--- src/hdl/qte_pkg.sv ---
// qte_pkg: shared types, constants and tables for the quaternion to euler unit
// no dependencies

package qte_pkg;

    // widths of the internal datapath
    localparam int unsigned NormW  = 35;   // squared norm, unsigned Q4.28 up to 2^32
    localparam int unsigned VecW   = 40;   // cordic vector lanes, signed
    localparam int unsigned AccW   = 28;   // angle accumulator, deg with 16 fraction bits
    localparam int unsigned SqrtW  = 63;   // radicand of the pitch cosine, up to 2^62
    localparam int unsigned RootW  = 32;   // square root result, up to 2^31
    localparam int unsigned TabLen = 24;

    localparam logic signed [AccW-1:0] Deg180 = AccW'(180 * 65536);
    localparam int Out180 = 23040;
    localparam int Out90  = 11520;

    // per-lane state that travels down the cordic cells
    typedef struct packed {
        logic signed [VecW-1:0] x;
        logic signed [VecW-1:0] y;
        logic signed [AccW-1:0] z;
    } t_lane;

    // item side information carried alongside the lanes
    typedef struct packed {
        logic gimbal;
        logic degen;
        logic pitch_neg;
    } t_side;

    function automatic logic signed [AccW-1:0] atan_entry(input int unsigned i);
        logic signed [AccW-1:0] v;
        case (i)
            0: v = AccW'(2949120);
            1: v = AccW'(1740967);
            2: v = AccW'(919879);
            3: v = AccW'(466945);
            4: v = AccW'(234379);
            5: v = AccW'(117304);
            6: v = AccW'(58666);
            7: v = AccW'(29335);
            8: v = AccW'(14668);
            9: v = AccW'(7334);
            10: v = AccW'(3667);
            11: v = AccW'(1833);
            12: v = AccW'(917);
            13: v = AccW'(458);
            14: v = AccW'(229);
            15: v = AccW'(115);
            16: v = AccW'(57);
            17: v = AccW'(29);
            18: v = AccW'(14);
            19: v = AccW'(7);
            20: v = AccW'(4);
            21: v = AccW'(2);
            22: v = AccW'(1);
            default: v = '0;
        endcase
        return v;
    endfunction

endpackage

--- src/hdl/qte_isqrt_cell.sv ---
// qte_isqrt_cell: one restoring square root step with a delay lane for the angle inputs
// depends on qte_pkg

module qte_isqrt_cell #(
    parameter int unsigned STEP = 0
) (
    input  logic                           i_clk,
    input  logic                           i_rst_n,
    input  logic                           i_en,
    input  logic                           i_valid,
    input  logic [qte_pkg::SqrtW-1:0]      i_rem,
    input  logic [qte_pkg::RootW-1:0]      i_root,
    input  qte_pkg::t_lane                 i_lane [3],
    input  qte_pkg::t_side                 i_side,
    output logic                           o_valid,
    output logic [qte_pkg::SqrtW-1:0]      o_rem,
    output logic [qte_pkg::RootW-1:0]      o_root,
    output qte_pkg::t_lane                 o_lane [3],
    output qte_pkg::t_side                 o_side
);

    // result bit decided in this step
    localparam int unsigned Bit = qte_pkg::RootW - 1 - STEP;

    logic                          r_valid;
    logic [qte_pkg::SqrtW-1:0]     r_rem;
    logic [qte_pkg::RootW-1:0]     r_root;
    qte_pkg::t_lane                r_lane [3];
    qte_pkg::t_side                r_side;
    logic [qte_pkg::SqrtW+1:0]     trial;
    logic [qte_pkg::SqrtW-1:0]     n_rem;
    logic [qte_pkg::RootW-1:0]     n_root;

    // try setting the bit: (root + 2^b)^2 - root^2 = 2^b (2 root + 2^b)
    always_comb begin
        trial = ((qte_pkg::SqrtW+2)'(i_root) << (Bit + 1))
              + ((qte_pkg::SqrtW+2)'(1) << (2 * Bit));
        if ((qte_pkg::SqrtW+2)'(i_rem) >= trial) begin
            n_rem  = qte_pkg::SqrtW'((qte_pkg::SqrtW+2)'(i_rem) - trial);
            n_root = i_root | (qte_pkg::RootW'(1) << Bit);
        end else begin
            n_rem  = i_rem;
            n_root = i_root;
        end
    end

    always_ff @(posedge i_clk) begin
        if (!i_rst_n) begin
            r_valid <= 1'b0;
        end else if (i_en) begin
            r_valid <= i_valid;
        end
    end

    always_ff @(posedge i_clk) begin
        if (i_en) begin
            r_rem  <= n_rem;
            r_root <= n_root;
            r_lane <= i_lane;
            r_side <= i_side;
        end
    end

    assign o_valid = r_valid;
    assign o_rem   = r_rem;
    assign o_root  = r_root;
    assign o_lane  = r_lane;
    assign o_side  = r_side;

endmodule
--- config.mk ---
export PLATFORM = sky130hd
export DESIGN_NAME = qte_isqrt_cell
export DESIGN_NICKNAME = d
export VERILOG_FILES = /design/src/hdl/qte_pkg.sv /design/src/hdl/qte_isqrt_cell.sv
export SDC_FILE = /design/constraint.sdc
export NUM_CORES = 1
export LEC_CHECK = 0
export ABC_CLOCK_PERIOD_IN_PS = 6240
export BUFFER_PORTS_ARGS = -buffer_cell sky130_fd_sc_hd__buf_4
export CAP_MARGIN = 20
export CELL_PAD_IN_SITES_DETAIL_PLACEMENT = 1
export CELL_PAD_IN_SITES_GLOBAL_PLACEMENT = 1
export CORE_AREA = 3 3 329 331
export CTS_CLUSTER_SIZE = 12
export DETAILED_ROUTE_END_ITERATION = 10
export DIE_AREA = 0 0 332 334
export HOLD_SLACK_MARGIN = 0.02
export PLACE_DENSITY = 0.36
export SLEW_MARGIN = 20
export SYNTH_ARGS = -nofsm -noshare
export SYNTH_HDL_FRONTEND = slang
export SYNTH_SLANG_ARGS = --single-unit
--- constraint.sdc ---
create_clock -name i_clk -period 6.24 [get_ports i_clk]
set_input_delay 0.312 -clock i_clk [delete_from_list [all_inputs] [get_ports i_clk]]
set_output_delay 0.312 -clock i_clk [all_outputs]
set_load 0.03 [all_outputs]
# --- Word-level counts from Yosys, hierarchy flattened ---
# Cells that the tools add are included.
word_totals:
  regBits: 423
  inputBits: 426
  out_inout_bits: 423
op_classes:
  add_sub_neg: 2
  n_lt_le_gt_ge: 1
  muxes: 1
op_table:
  columns: ["cell", "n"]
  rows:
  - ["$add A64 B63 Y65 const B", 1]
  - ["$ge A63 B65 Y1", 1]
  - ["$mux W63", 1]
  - ["$sub A63 B63 Y63", 1]

# --- Depth between registers and ports, before layout ---
# Gate-level depths: netlist of the first run.
depth:
  word_depth: 3
  depth_mapped: 12
  mapped_depth_nobuf: 12

# --- Worst setup path before layout of the first run ---
# No wires, ideal clock.
synth_path:
  path_kind: "input to register"
  from: "input i_rem[32] (netlist bit)"
  to: "register r_rem (netlist bit o_rem[62]), data pin"
  setup_time_ns: 0.260
  arrival_time_ns: 2.722
  required_ns: 5.980
  setup_slack_ns: 3.259
  cell_stages: 12
  path_buffers: 0
  cell_sequence: "inv_1 -> ha_1 -> inv_1 -> fa_1 -> a211oi_1 -> o21ai_1 -> a41oi_2 -> o21ai_2 -> a211oi_2 -> nor3_1 -> a311o_1 -> mux2_2"
synth_via:
  elab_chain_cells: 2
  elab_cells_between_ends: 3
synth_lines:
  columns: ["item", "line_no", "rtl"]
  rows:
  - ["start, declared", "qte_isqrt_cell.sv:11", "input logic [qte_pkg::SqrtW-1:0] i_rem,"]
  - ["$sub A63 B63 Y63 or $ge A63 B65 Y1 (tied branches)", "qte_isqrt_cell.sv:39, qte_isqrt_cell.sv:38", null]
  - ["$mux W63 *", "qte_isqrt_cell.sv:38", "if ((qte_pkg::SqrtW+2)'(i_rem) >= trial) begin"]
  - ["via n_rem, one bit", "qte_isqrt_cell.sv:31", "logic [qte_pkg::SqrtW-1:0] n_rem;"]
  - ["end signal, assigned", "qte_isqrt_cell.sv:57", "r_rem <= n_rem;"]
  - ["end, declared", "qte_isqrt_cell.sv:26", "logic [qte_pkg::SqrtW-1:0] r_rem;"]
# The timed path passes the listed nets; every way through them passes the cells marked *.
# A chain may end at the register's enable or synchronous reset.

# --- Worst setup path in the final report of the first run ---
layout_path:
  from: "input i_root[1] (netlist bit)"
  to: "register r_rem (netlist bit o_rem[62]), data pin"
layout_via:
  elab_chain_cells: 3
  elab_cells_between_ends: 4
layout_lines:
  columns: ["item", "line_no", "rtl"]
  rows:
  - ["start, declared", "qte_isqrt_cell.sv:12", "input logic [qte_pkg::RootW-1:0] i_root,"]
  - ["$add A64 B63 Y65 *", "qte_isqrt_cell.sv:37", "+ ((qte_pkg::SqrtW+2)'(1) << (2 * Bit));"]
  - ["$sub A63 B63 Y63 or $ge A63 B65 Y1 (tied branches)", "qte_isqrt_cell.sv:39, qte_isqrt_cell.sv:38", null]
  - ["$mux W63 *", "qte_isqrt_cell.sv:38", null]
  - ["via n_rem, one bit", "qte_isqrt_cell.sv:31", null]
# Marks and branches as above.

==> results of run 1 <==
-- cell usage after synthesis (all sizes together), types with 6 or more instances --
| cell type | instances | share of area |
|---|---|---|
| edfxtp | 422 | 0.83 |
| inv | 43 | 0.011 |
| ha | 33 | 0.027 |
| mux2 | 29 | 0.028 |
| a21oi | 26 | 0.0098 |
| nand2 | 19 | 0.0047 |
| nor2 | 18 | 0.0044 |
| xnor2 | 17 | 0.0098 |
| o21ai | 16 | 0.0058 |
| a21o | 13 | 0.0069 |
| nor3 | 10 | 0.0036 |
| buf | 9 | 0.0046 |
| nand4 | 9 | 0.0037 |
| nand3 | 7 | 0.0023 |
| nor2b | 7 | 0.0029 |
| nor4 | 7 | 0.0029 |
| clkbuf | 6 | 0.0015 |
| xor2 | 6 | 0.0035 |
-- power breakdown --
part           switching, mW  leakage [nW]  internal [mW]
logic                  0.984          7.05          0.727
clock network           1.33         0.845           1.82
registers             0.0685          4.14           3.39
total                   2.39          12.0           5.94
-- timing repair --
action,4_1_cts,5_1_grt
hold buffers,423,0
endpoints found under the hold margin,422,0
buffers inserted,0,0
-- flip-flops by register name, indices dropped and copies added (netlist names) --
signal	flops
o_lane	324
o_rem	63
o_root	32
o_side	3
o_valid	1
-- cell type report --
| class | instances | area, um^2 | area share |
|---|---|---|---|
| timing repair buffer | 1274 | 10700 | 0.364 |
| inverter | 43 | 161 | 0.00551 |
| clock buffer | 65 | 1410 | 0.0482 |
| clock inverter | 34 | 324 | 0.0111 |
| tap | 1391 | 1740 | 0.0594 |
| multi-input combinational | 277 | 2280 | 0.0779 |
| sequential | 423 | 12700 | 0.433 |
| antenna | 14 | 35.0 | 0.00119 |
-- per-stage QoR --
step | cell area [um^2] | hold slack (ns)
6_report | 29300 | 0.147
5_1_grt | 29300 | 0.113
4_1_cts | 29300 | 0.0844
3_5_place_dp | 23300 | 0.491
3_3_place_gp | 23300 | 0.490
2_1_floorplan | 15200 | 0.411
-- cell families (layout without fill, tap and decap cells) --
logic type	after synthesis	in the layout
flip-flops	423	423
AO/OA/AOI/OAI	97	97
AND/OR/NAND/NOR	92	92
buffers and inverters	58	1416
adder cells (fa/ha/maj)	34	34
multiplexers	31	31
XOR/XNOR	23	23
other	0	14
-- worst reg2reg max path, stage by stage, from the launching register on --
cell and delay [ns]:
dfxtp_1 0.40, mux2i_1 0.09, nor2b_1 0.13, dlygate4sd3_1 0.56
-- layer usage --
metal,up-vias,global-route usage,part of all wire
met5,-,0,0.00067
met4,8,0.0264,0.015
met3,81,0.0420,0.065
met2,469,0.265,0.54
met1,6260,0.157,0.38
li1,5631,-,-
-- final timing paths --
kind | depth (start not counted) | slack [ns] | start | to
max reg2reg | 3 | 5.00 | o_valid | o_valid
min reg2reg | 3 | 1.15 | o_valid | o_valid
max | 12 | 2.55 | i_root[1] | o_rem[62]
min | 3 | 0.15 | i_rem[61] | o_rem[61]
==> impl_metrics.py, run 1 <==
metrics = {
    "status": {
        "status": "complete, no violations",
    },
    "floorplan": {
        "row_count": 119,
        "core-area_um2": 105000,
        "die_w_um": 332,
        "dieArea_um2": 111000,
        "die_height_um": 334,
        "io_pins": 849,
        "initial_core_util": 0.144,
    },
    "routing": {
        "drt-total-wl_um": 80900,
        "viasPerCell": 3.54,
        "drc": 0,
        "drt_iter0_markers": 549,
        "vias": 12449,
        "wl_per_cell_um": 23.0,
        "dr.pass1.iters": 4,
        "ant_nets": 0,
    },
    "setup_path": {
        "slowest_delay_ns": 0.59,
        "path_cells": "dlygate4sd3_1 -> buf_4 -> inv_1 -> ha_1 -> nor2b_1 -> o21ai_1 -> o211ai_1 -> a21oi_2 -> a2111oi_2 -> a2111o_1 -> a21o_4 -> mux2_2",
        "required_ns": 6.62,
        "critPathLaunchType": "input port",
        "critPathMaxFanout": 32,
        "path_class": "in2reg",
        "cp.arrival_ns": 4.06,
        "timing.critical_path.to_type": "register",
        "crit_buf_inv": 3,
        "crit_path_top_delay_cell": "a21o_4",
        "crit_family": "compound AO/OA/AOI/OAI gates",
    },
    "final_layout": {
        "layout-drive-gt1-share": 0.459,
        "nets": 2534,
        "final_common_cell": "buf_4",
        "areaGrowthSynthToFinish_pct": 92.5,
        "layout_common_cells": "buf_4 (847), dlygate4sd3_1 (423), edfxtp_1 (422), clkbuf_16 (55), inv_1 (43)",
        "n_fill_cell": 11453,
        "post-route-util": 0.278,
        "final_cells": 3521,
    },
    "sta": {
        "tightest_slew_ns": 1.16,
        "setup_ws_ns": 2.55,
        "finalCritPeriodShare": 0.591,
        "finClkSkew_ns": 0,
        "setup_viol": 0,
        "rsz0062_at_grt": "false",
        "finalMaxSlewViolations": 0,
        "max_freq_ghz": 0.271,
        "relSlewSlack": 0.226,
        "period_needed_ns": 3.69,
        "finalHoldViolCount": 0,
        "finalSetupTns_ns": 0,
    },
    "global_routing": {
        "grt_max_degree": 158,
        "grt_pass1_wl_um": 111000,
        "grt_pass1_vias": 13692,
        "antenna_found_initial": 20,
        "grt_overflow": 0,
        "track_usage": 0.141,
    },
    "logic_synthesis": {
        "ys_ff_latch": 423,
        "synth_nets": 1218,
        "synth-adder-area-share": 0.0284,
        "yosysSeqAreaShare": 0.833,
        "synth_edf_count": 422,
        "synthCells": 758,
        "synth_cell_type_count": 59,
        "synthMuxAreaShare": 0.0294,
        "yosys.area_share.simple": 0.0315,
        "synth.cell_area_um2": 15200,
        "syn_avg_cell_area_um2": 20.1,
        "ys.flop_type": "edfxtp_1",
        "yosysWarnings": 0,
        "synth_top_family_by_area": "compound AO/OA/AOI/OAI gates",
        "synth_compound_area_frac": 0.0474,
        "synth_xor_area_frac": 0.0132,
        "async_flop_share": 0,
    },
    "clocking": {
        "h-tree-depth": 2,
        "cts_buffers": 55,
        "ctsLongestPathBuffers": 3,
        "clock_latency_ns": 0.62,
        "cts_tree": "yes",
        "cts_num_sinks": 423,
        "cts-root-buf": "clkbuf_16",
        "cts.reportedPaths.clkPinSlew_ns": 0.06,
        "cts-resized-gates": 0,
    },
    "place": {
        "dpl_worst_slack_ns": 2.40,
        "dp_hpwl_um": 63600,
        "place.gp.congestion": 0.780,
        "place_inst": 2985,
        "io_buffer_count": 848,
    },
    "power": {
        "p_leak_nw": 12.0,
        "p_per_area_nw_per_um2": 284,
        "total_power_mw": 8.33,
        "ir_drop_mv": 0.193,
    },
    "hold_path": {
        "hold_class": "in2reg",
    },
    "job": {
        "maxCapViolCount": 0,
    },
}
(Power assumes the default switching activity.)
==> inputs of run 2 (changes only) <==
--- a/config.mk
+++ b/config.mk
@@ -5,7 +5,7 @@
 export SDC_FILE = /design/constraint.sdc
 export NUM_CORES = 1
 export LEC_CHECK = 0
-export ABC_CLOCK_PERIOD_IN_PS = 6240
+export ABC_CLOCK_PERIOD_IN_PS = 3450
 export BUFFER_PORTS_ARGS = -buffer_cell sky130_fd_sc_hd__buf_4
 export CAP_MARGIN = 20
 export CELL_PAD_IN_SITES_DETAIL_PLACEMENT = 1
==> constraint.sdc (replaced) <==
create_clock -name i_clk -period 3.45 [get_ports i_clk]
set_input_delay 0.1725 -clock i_clk [delete_from_list [all_inputs] [get_ports i_clk]]
set_output_delay 0.1725 -clock i_clk [all_outputs]
set_load 0.03 [all_outputs]
==> impl_metrics.py, run 2 (synthesis results as in run 1) <==
metrics = {
    "floorplan": {
        "row_count": 119,
        "core-area_um2": 105000,
        "die_w_um": 332,
        "dieArea_um2": 111000,
        "die_height_um": 334,
        "initial_core_util": 0.144,
        "io_pins": 849,
    },
    "final_layout": {
        "nets": 2561,
        "final_cells": 3549,
        "areaGrowthSynthToFinish_pct": 94.3,
        "layout-drive-gt1-share": 0.465,
        "final_common_cell": "buf_4",
        "layout_common_cells": "buf_4 (870), dlygate4sd3_1 (424), edfxtp_1 (422), clkbuf_16 (55), inv_1 (43)",
        "fin_area_um2": 29600,
        "largest_register_ffs": 324,
    },
    "setup_path": {
        "path_cells": "dlygate4sd3_1 -> buf_4 -> inv_1 -> ha_1 -> nor2b_1 -> o21ai_1 -> o211ai_1 -> buf_4 -> a311oi_1 -> buf_4 -> o21ai_0 -> a2111oi_0 -> nor3_1 -> mux2_4",
        "crit_family": "compound AO/OA/AOI/OAI gates",
        "path_class": "in2reg",
        "critPathMaxFanout": 4,
        "cp_common_cell": "buf_4",
        "reg2regPathDepth": 3,
        "crit_buf_inv": 5,
        "required_ns": 3.82,
        "critPathLaunchType": "input port",
        "crit_path_top_delay_cell": "dlygate4sd3_1",
        "timing.critical_path.to_type": "register",
        "cp.depth": 14,
        "cp.arrival_ns": 3.65,
        "slowest_delay_ns": 0.55,
    },
    "place": {
        "io_buffer_count": 848,
        "place_area_um2": 23500,
        "place_inst": 3010,
        "dp_hpwl_um": 64800,
        "place.gp.congestion": 0.786,
    },
    "sta": {
        "max_freq_ghz": 0.305,
        "finalMaxSlewViolations": 0,
        "finalCritPeriodShare": 0.949,
        "setup_viol": 0,
        "finClkSkew_ns": 0,
        "tightest_slew_ns": 0.812,
        "finalSetupTns_ns": 0,
        "period_needed_ns": 3.27,
        "finalHoldViolCount": 0,
        "rsz0062_at_grt": "false",
        "relSlewSlack": 0.459,
    },
    "global_routing": {
        "track_usage": 0.143,
        "grt_pass1_wl_um": 113000,
        "antenna_found_initial": 20,
        "grt_pass1_vias": 13906,
        "grt_overflow": 0,
        "grt_max_degree": 81,
    },
    "clocking": {
        "ctsLongestPathBuffers": 3,
        "clock_latency_ns": 0.64,
        "cts_tree": "yes",
        "cts_buffers": 55,
        "cts.reportedPaths.clkPinSlew_ns": 0.06,
        "cts-root-buf": "clkbuf_16",
        "cts_setup_buffers": 0,
        "cts_num_sinks": 423,
        "h-tree-depth": 2,
    },
    "routing": {
        "dr.pass1.iters": 6,
        "wl_per_cell_um": 23.2,
        "viasPerCell": 3.52,
        "drt_iter0_markers": 654,
        "drt-total-wl_um": 82300,
        "vias": 12493,
        "drc": 0,
        "ant_nets": 0,
    },
    "power": {
        "power_frac_seq": 0.412,
        "clock_power_share": 0.381,
        "p_int_mw": 10.8,
        "power_frac_comb": 0.207,
        "ir_drop_mv": 0.378,
        "p_leak_nw": 12.2,
        "swShare": 0.289,
        "p_per_area_nw_per_um2": 513,
        "total_power_mw": 15.2,
        "p_switching_mw": 4.38,
    },
    "status": {
        "status": "complete, no violations",
    },
    "job": {
        "maxCapViolCount": 0,
    },
    "hold_path": {
        "holdPathStages": 1,
        "hold_class": "in2reg",
    },
}
==> run 2: through the flow <==
step / hold WS (ns) / utilization / worst slack [ns]
3_3_place_gp: 0.350 / 0.223 / -0.0340
6_report: 0.0505 / 0.281 / 0.175
2_1_floorplan: 0.271 / - / 0.608
5_1_grt: 0.0645 / 0.281 / 0.0459
4_1_cts: 0.0343 / 0.280 / 0.116
3_5_place_dp: 0.352 / 0.223 / -0.0415
==> run 2: per-layer routing <==
metal | global-route usage | up-vias | wire length, um | share of wire
met2 | 0.271 | 465 | 44500 | 0.54
met1 | 0.151 | 6235 | 30000 | 0.36
met5 | 0 | - | 91 | 0.0011
li1 | - | 5678 | - | -
met3 | 0.0495 | 101 | 6210 | 0.075
met4 | 0.0324 | 14 | 1580 | 0.019
==> run 2: power groups by stage <==
stage	sequential [mW]	clock, mW	combinational (mW)
5_1_grt	6.29	6.24	3.32
2_1_floorplan	7.19	0	0.373
3_5_place_dp	6.36	0	2.76
4_1_cts	6.26	6.05	3.22
6_report	6.25	5.77	3.14
3_3_place_gp	6.35	0	2.76
==> run 2: path summary, 6_finish.rpt <==
kind	slack [ns]	start	endpoint
worst min register to register	1.12	o_valid	o_valid
worst min-delay path	0.05	i_en	o_lane[240]
worst max-delay path	0.18	i_root[1]	o_rem[55]
worst max register to register	2.27	o_valid	o_valid
==> run 2: area by class of cell <==
type,instances,area (um^2)
fillers,11496,75800
flip-flops and latches,423,12700
repair buffers,1300,10900
multi-input cells,278,2300
well taps,1391,1740
clock buffers,67,1420
clock inverters,36,358
inverters,43,161
diodes,11,27.5
==> run 2: repair_timing <==
item / CTS / global route
hold buffers: 424 / 0
gates resized for setup: 0 / 2
setup endpoints to repair: 0 / 29
endpoints found under the hold margin: 423 / 0
==> inputs of run 3 (changes only) <==
--- a/config.mk
+++ b/config.mk
@@ -15,7 +15,7 @@
 export DETAILED_ROUTE_END_ITERATION = 10
 export DIE_AREA = 0 0 332 334
 export HOLD_SLACK_MARGIN = 0.02
-export PLACE_DENSITY = 0.36
+export PLACE_DENSITY = 0.44
 export SLEW_MARGIN = 20
 export SYNTH_ARGS = -nofsm -noshare
 export SYNTH_HDL_FRONTEND = slang
==> impl_metrics.py, run 3 (synthesis results as in run 1) <==
metrics = {
    "status": {
        "status": "complete, no violations",
    },
    "routing": {
        "drt-total-wl_um": 79600,
        "wl_per_cell_um": 22.5,
        "dr.pass1.iters": 5,
        "drt_iter0_markers": 624,
        "ant_nets": 0,
        "viasPerCell": 3.58,
        "vias": 12687,
        "drc": 0,
    },
    "setup_path": {
        "crit_path_top_delay_cell": "dlygate4sd3_1",
        "slowest_delay_ns": 0.54,
        "cp.arrival_ns": 3.64,
        "reg2regPathDepth": 3,
        "timing.critical_path.to_type": "register",
        "critPathMaxFanout": 4,
        "required_ns": 3.83,
        "path_cells": "dlygate4sd3_1 -> buf_4 -> inv_1 -> ha_1 -> inv_1 -> fa_1 -> a211oi_2 -> o21ai_1 -> a41oi_2 -> buf_4 -> o211ai_1 -> a31oi_2 -> o21ai_0 -> xor2_1 -> mux2_4",
        "critical_path.reg2reg.startpoint": "o_valid",
        "crit_buf_inv": 5,
        "path_class": "in2reg",
        "reg2reg_to": "o_valid",
        "r2r_slack_ns": 2.30,
        "critPathLaunchType": "input port",
        "crit_family": "compound AO/OA/AOI/OAI gates",
    },
    "global_routing": {
        "grt_pass1_vias": 13923,
        "grt_pass1_wl_um": 110000,
        "grt_max_degree": 94,
        "grt_overflow": 0,
        "antenna_found_initial": 18,
        "track_usage": 0.138,
    },
    "clocking": {
        "cts_num_sinks": 423,
        "clock_latency_ns": 0.63,
        "cts-root-buf": "clkbuf_16",
        "ctsLongestPathBuffers": 3,
        "cts_buffers": 54,
        "h-tree-depth": 2,
        "cts.reportedPaths.clkPinSlew_ns": 0.06,
        "cts_tree": "yes",
    },
    "sta": {
        "finalHoldViolCount": 0,
        "max_freq_ghz": 0.307,
        "period_needed_ns": 3.25,
        "tightest_slew_ns": 0.848,
        "rsz0062_at_grt": "false",
        "relSlewSlack": 0.434,
        "finClkSkew_ns": 0,
        "setup_viol": 0,
        "finalCritPeriodShare": 0.943,
        "finalMaxSlewViolations": 0,
    },
    "job": {
        "maxCapViolCount": 0,
    },
    "final_layout": {
        "layout-drive-gt1-share": 0.467,
        "nets": 2558,
        "largest_register_ffs": 324,
        "layout_common_cells": "buf_4 (868), dlygate4sd3_1 (424), edfxtp_1 (422), clkbuf_16 (55), inv_1 (43)",
        "areaGrowthSynthToFinish_pct": 94.2,
        "n_fill_cell": 11510,
        "final_common_cell": "buf_4",
        "post-route-util": 0.281,
    },
    "hold_path": {
        "hold_class": "in2reg",
        "holdPathStages": 1,
        "hold-path-endpoint": "o_lane[16]",
        "min_from": "i_en",
    },
    "power": {
        "ir_drop_mv": 0.385,
        "p_per_area_nw_per_um2": 513,
        "total_power_mw": 15.2,
        "p_leak_nw": 12.2,
    },
    "floorplan": {
        "die_w_um": 332,
        "row_count": 119,
        "die_height_um": 334,
        "initial_core_util": 0.144,
        "io_pins": 849,
        "core-area_um2": 105000,
        "dieArea_um2": 111000,
    },
    "place": {
        "io_buffer_count": 848,
        "dp_hpwl_um": 62000,
        "place.gp.congestion": 0.826,
    },
}
==> run 3: cell types whose count changed in the layout (fill, tap and decap cells not counted), sizes merged <==
cell / previous run / this run
bufinv: 5 / 6
buf: 876 / 875
clkbuf: 67 / 64
diode: 11 / 7
a21o: 14 / 13
clkinvlp: 2 / 6
clkinv: 26 / 21
inv: 46 / 45
==> run 3: worst reg2reg max path, delay by kind of cell, from the launching register on <==
family	cells	cell delay (ns)
flops	1	0.31
simple gates	1	0.06
mux	1	0.12
buf+inv	1	0.55
==> run 3: repair_timing <==
action	in CTS	in global routing
setup buffers	0	2
hold buffers	424	0
gates resized for setup	0	1
hold endpoints to repair	423	0
endpoints found under the setup margin	0	3
==> run 3: how the worst max path moves through the flow <==
stage	startpoint	end	slack [ns]	depth (start not counted)
global route	i_root[1]	o_rem[61]	0.04	13
global placement	i_rem[32]	o_rem[62]	-0.06	13
floorplan	i_rem[32]	o_rem[62]	0.61	12
CTS	i_rem[32]	o_rem[62]	0.03	14
finish	i_rem[32]	o_rem[54]	0.20	15
detailed placement	i_rem[32]	o_rem[62]	-0.05	13
==> run 3: routing by layer <==
layer,vias to the layer above,part of all wire,global-route usage,routed length [um]
met5,-,0.0015,0,119
li1,5666,-,-,-
met1,6382,0.38,0.152,30000
met2,512,0.52,0.251,41300
met4,18,0.028,0.0414,2230
met3,109,0.075,0.0453,5950
==> run 3: report_power, final <==
part | switching, mW | internal [mW] | total (mW) | leakage (nW)
clock network | 2.40 | 3.38 | 5.77 | 0.852
registers | 0.147 | 6.13 | 6.28 | 4.14
logic | 1.77 | 1.35 | 3.12 | 7.19
==> run 3: cell type report <==
type / count / area, um^2 / share of cell area
clock buffers: 64 / 1410 / 0.0477
multi-input cells: 277 / 2290 / 0.0774
well taps: 1391 / 1740 / 0.0588
inverters: 43 / 161 / 0.00546
flip-flops and latches: 423 / 12700 / 0.429
repair buffers: 1299 / 10900 / 0.368
clock inverters: 35 / 374 / 0.0126
diodes: 7 / 17.5 / 0.000592
==> run 3: through the flow <==
stage	setup slack, ns	TNS, ns	cells	hold slack, ns	cell area, um^2
floorplan	0.608	0	758	0.271	15200
global placement	-0.0597	-0.115	3007	0.351	23500
detailed placement	-0.0513	-0.0513	3007	0.352	23500
CTS	0.0276	0	3530	0.0864	29500
global route	0.0433	0	3535	0.117	29600
finish	0.195	0	3539	0.130	29600
